<file path="config.mk">
export PLATFORM = sky130hd
export DESIGN_NAME = rhm_hist
export DESIGN_NICKNAME = d
export VERILOG_FILES = /design/src/hw/rtl/assert_macros.svh /design/src/hw/rtl/rhm_pkg.sv /design/src/hw/rtl/rhm_hist.sv
export SDC_FILE = /design/constraint.sdc
export NUM_CORES = 2
export LEC_CHECK = 0
export BUFFER_PORTS_ARGS = -buffer_cell sky130_fd_sc_hd__buf_2
export CORE_MARGIN = 1.5
export CORE_UTILIZATION = 25
export DETAILED_ROUTE_END_ITERATION = 8
export HOLD_SLACK_MARGIN = 0.05
export SYNTH_ARGS = -nofsm -noshare
export SYNTH_HDL_FRONTEND = slang
export SYNTH_SLANG_ARGS = --single-unit
</file>
<file path="constraint.sdc">
create_clock -name clk_i -period 4.5 [get_ports clk_i]
set_input_delay 1.125 -clock clk_i [delete_from_list [all_inputs] [get_ports clk_i]]
set_output_delay 1.125 -clock clk_i [all_outputs]
set_load 0.01 [all_outputs]
</file>
<file path="src/hw/rtl/assert_macros.svh">
// ----------------------------------------------------------------------------
// Assertion macros
// Shared concurrent assertion forms for the filter RTL.
// ----------------------------------------------------------------------------
`ifndef ASSERT_MACROS_SVH
`define ASSERT_MACROS_SVH

// Checks a property on every clock edge outside of reset.
`define RHM_ASSERT(lbl, prop, msg) \
  lbl: assert property (@(posedge clk_i) disable iff (!rst_ni) prop) else $error(msg);

// Checks that a condition never holds outside of reset.
`define RHM_ASSERT_NEVER(lbl, cond, msg) \
  lbl: assert property (@(posedge clk_i) disable iff (!rst_ni) !(cond)) else $error(msg);

`endif

</file>
<file path="src/hw/rtl/rhm_pkg.sv">
// ----------------------------------------------------------------------------
// Median filter package
// Types, constants and helpers shared by the median filter modules.
// ----------------------------------------------------------------------------
package rhm_pkg;

  localparam int GRAY_LEVELS = 256;
  localparam int GRAY_W = 8;
  localparam int BIN_W = 6;
  localparam int ROW_W = 12;
  localparam int COL_W = 10;
  localparam int IW_W = 11;
  localparam int WIN_W = 3;
  localparam int CFG_IDX_W = 2;
  localparam int CFG_DATA_W = 12;

  localparam int DEF_MAX_LINE_WIDTH = 1024;
  localparam int DEF_MAX_WINDOW = 7;

  localparam logic [CFG_IDX_W-1:0] REG_IMAGE_WIDTH = 2'd0;
  localparam logic [CFG_IDX_W-1:0] REG_IMAGE_HEIGHT = 2'd1;
  localparam logic [CFG_IDX_W-1:0] REG_WINDOW_WIDTH = 2'd2;
  localparam logic [CFG_IDX_W-1:0] REG_WINDOW_HEIGHT = 2'd3;

  localparam logic [IW_W-1:0] RST_IMAGE_WIDTH = 11'd640;
  localparam logic [ROW_W-1:0] RST_IMAGE_HEIGHT = 12'd480;
  localparam logic [WIN_W-1:0] RST_WINDOW = 3'd3;

  typedef struct packed {
    logic [GRAY_W-1:0] pixel;
    logic              frame_start;
  } pix_word_t;

  typedef struct packed {
    logic [GRAY_W-1:0] median_value;
    logic [ROW_W-1:0]  center_row;
    logic [COL_W-1:0]  center_col;
    logic              last_of_frame;
  } res_word_t;

  typedef struct packed {
    logic [CFG_IDX_W-1:0]  index;
    logic [CFG_DATA_W-1:0] value;
  } cfg_word_t;

  typedef struct packed {
    logic              clear;
    logic [GRAY_W-1:0] rd_addr;
    logic              wr_en;
    logic [GRAY_W-1:0] wr_addr;
    logic [BIN_W-1:0]  wr_data;
  } hist_req_t;

  function automatic logic [WIN_W-1:0] fit_window(input logic [WIN_W-1:0] v,
                                                  input logic [WIN_W-1:0] top);
    logic [WIN_W-1:0] r;
    r = v;
    if (r == '0) begin
      r = 3'd1;
    end
    if (!r[0]) begin
      r = r + 3'd1;
    end
    if (r > top) begin
      r = top;
    end
    return r;
  endfunction

endpackage

</file>
<file path="src/hw/rtl/rhm_hist.sv">
// ----------------------------------------------------------------------------
// Histogram store
// Gray-level bin counts with per-bin valid bits so that a clear empties every bin at once.
// ----------------------------------------------------------------------------
module rhm_hist
  import rhm_pkg::*;
(
  input  logic             clk_i,
  input  logic             rst_ni,
  input  hist_req_t        req_i,
  output logic [BIN_W-1:0] rd_data_o
);

  logic [BIN_W-1:0]       mem [GRAY_LEVELS];
  logic [GRAY_LEVELS-1:0] valid_q;
  logic [BIN_W-1:0]       rd_q;
  logic                   rd_valid_q;

  always_ff @(posedge clk_i) begin
    if (req_i.wr_en) begin
      mem[req_i.wr_addr] <= req_i.wr_data;
    end
    rd_q <= mem[req_i.rd_addr];
  end

  always_ff @(posedge clk_i or negedge rst_ni) begin
    if (!rst_ni) begin
      valid_q    <= '0;
      rd_valid_q <= 1'b0;
    end else begin
      rd_valid_q <= valid_q[req_i.rd_addr];
      if (req_i.clear) begin
        valid_q <= '0;
      end else if (req_i.wr_en) begin
        valid_q[req_i.wr_addr] <= 1'b1;
      end
    end
  end

  assign rd_data_o = rd_valid_q ? rd_q : '0;

endmodule

</file>
==> reports/summary.txt <==
unrepaired setup endpoints after global routing: false
TritonRoute pass-1 iters: 6
placed instance area: 0.07593 mm^2
WP data arrival: 4.57 ns
post-layout min period: 3.910 ns
worst-path maximum fanout: 43
post-synthesis cell count: 3883
Post-CTS Setup Repair Bufs: 0
Chip Height: 535.8 um
switching part of the total: 0.2157
Max Fclk: 0.2558 GHz
via count: 37.30k
# port buffers: 31
DR vias/cell: 4.713
Post-Synthesis Cell Area: 0.07096 mm^2
Routed WL per cell: 23.40 um
Relative slew margins: 0.1603
fin crit share: 0.8689
Nets: 4032
total gr overflow: 0
Mapped Nets: 3909
Die Area: 0.2871 mm^2
Yosys cell types: 53
commonest non-fill, non-tap cell in the layout: edfxtp_1
die span in x: 535.8 um
# setup viols final: 0
root buffer cell: clkbuf_16
skew final: 0.03007 ns
crit-path most repeated cell: buf_4
Max Root-Sink Buffers: 3
clk slew on worst S/H paths: 0.06 ns
Sequential Power Share: 0.518
final hold violations: 0
DRC: 0
Slowest cell on crit path: nor4_1
Total GRT Usage: 0.1268
peak supply drop: 0.3780 mV
cells along the critical path: buf_8 > buf_4 > buf_12 > buf_4 > mux4_2 > a22oi_1 > a21oi_1 > nor4_1 > buf_4 > nor4_1
combinational fraction of design power: 0.049
H-tree depth: 4
Layout Utilization: 0.2905
P_int: 27.52 mW
CP required: 5.16 ns
worst skew pair latency: 0.80 ns
Mean Syn Cell Area: 18.28 um^2
Initial Util: 0.2514
Detail Placement HPWL: 114600 um
outcome: finished clean
Metal-1 WL: 76240 um
Layout Cell Area excl Fill: 0.08200 mm^2
initial antenna violation count: 20
clock network fraction of total power: 0.434
drt total wl: 185200 um
Critical Setup Path Class: input port to flop
asr flop ratio synth: 0.1429
PwrDens: 428.0 mW/mm^2
WL met3: 13440 um
IO Pins: 32
Post-synth EDFFs: 1536
CTS buffer count: 182
largest net degree at the start of global routing: 122
met2 wire len: 89900 um
Post-synth top flop: edfxtp_1
Slew @ Worst Pin: 1.248 ns
Psw: 7.572 mW
CP max stage delay: 1.03 ns
Row Count: 195
cts repair resizes: 0
crit path capture type: flop
max layer used: met5
first-pass GRT wire length: 268200 um
gpl congestion: 0.8185
Antenna Nets Post-Route: 0
CTS tree: done
hold_buf cts: 0
Hold Path Class: input port to asynchronous set/reset pin
Seq cells post-synth: 1799
crit start category: input port
most frequent cells in the layout: edfxtp_1 (1536), nor2_1 (742), mux4_2 (376)
number of clock sinks: 1799
number of max-cap violations: 0
core area: 0.2823 mm^2
vias in the first global route: 37.42k
sequential share of the synthesized area: 0.7423
initial DRC count: 4304
Leak: 26.67 nW
YS warnings: 0
fin. max-slew vios: 0
Area growth syn-to-layout: 15.56%
proportion of layout cells with a drive suffix above 1: 0.2065
metal layers:
layer,track usage,vias up
met4,0.03637,4
met5,0,-
met3,0.02408,301
met2,0.2092,1500
li1,-,15636
met1,0.1693,19857
registers in the layout (all words and copies together), names as in the netlist:
name        cells
mem          1536
valid_q       256
rd_q            6
rd_valid_q      1
cells in the mapped netlist, drive strengths merged (20+ instances only):
cell    instances  area share
a22oi          75      0.0079
dfrtp         257       0.091
a221oi         20      0.0025
buf           111       0.014
edfxtp       1536        0.65
mux4          392        0.13
nor3           38      0.0027
mux2i         152       0.021
o21ba          30      0.0042
o22ai          66      0.0058
nand2          45      0.0024
nor4           33      0.0029
clkbuf        125      0.0067
nand3          38      0.0027
a21oi          51      0.0036
nor2          743       0.039
metrics by stage:
step / setup WS (ns) / total power, mW / cells / hold slack, ns / TNS (ns)
after floorplan: 1.433 / 19.42 / 3883 / 0.4577 / 0
after global placement: -0.1315 / 20.21 / 7565 / 0.4719 / -0.1315
after detailed placement: -0.1418 / 20.23 / 7565 / 0.4821 / -0.1418
after CTS: 0.7032 / 35.30 / 7908 / 0.2764 / 0
after global routing: 0.6035 / 36.03 / 7908 / 0.2868 / 0
final: 0.5900 / 35.10 / 7914 / 0.2796 / 0
worst paths after layout:
check / slack (ns) / cells past startpoint / from / to
hold reg to reg: 0.49 / 2 / valid_q[50] / valid_q[50]
setup reg to reg: 1.67 / 7 / valid_q[251] / rd_valid_q
setup / recovery: 0.59 / 10 / req_i[16] / rd_valid_q
max in group asynchronous: 3.14 / 2 / rst_ni / valid_q[250]
min in group clk_i: 0.49 / 2 / valid_q[50] / valid_q[50]
hold / removal: 0.28 / 1 / rst_ni / valid_q[223]
kinds of logic (layout without fill, tap and decap cells):
group,count (synthesis),in the layout,synth area share
flops,1799,1799,0.7423
compound gates,331,331,0.03378
simple gates,968,968,0.05646
buf+inv,239,521,0.02047
mux,546,546,0.1470
other cells,0,6,0
layout make-up:
class / count / area, um^2
inverter: 3 / 11.26
sequential: 1799 / 52680
antenna: 6 / 15.01
timing repair buffer: 175 / 1709
tap: 3743 / 4683
fill: 27491 / 200300
multi-input combinational: 1845 / 16850
clock inverter: 79 / 825.8
clock buffer: 264 / 5238
power by group through the flow:
stage / combinational [mW] / sequential (mW) / clock [mW]
2_1_floorplan: 0.917 / 18.5 / 0
3_3_place_gp: 1.70 / 18.5 / 0
3_5_place_dp: 1.72 / 18.5 / 0
4_1_cts: 1.72 / 18.2 / 15.4
5_1_grt: 1.80 / 18.2 / 16.1
6_report: 1.71 / 18.2 / 15.2
worst max-delay path, delay by kind of cell:
| family | cells | cell delay, ns |
|---|---|---|
| multiplexers | 1 | 0.36 |
| AND/OR/NAND/NOR | 2 | 1.08 |
| AO/OA/AOI/OAI | 2 | 0.37 |
| buffers and inverters | 5 | 1.49 |
Power figures use the tool's default switching activity.
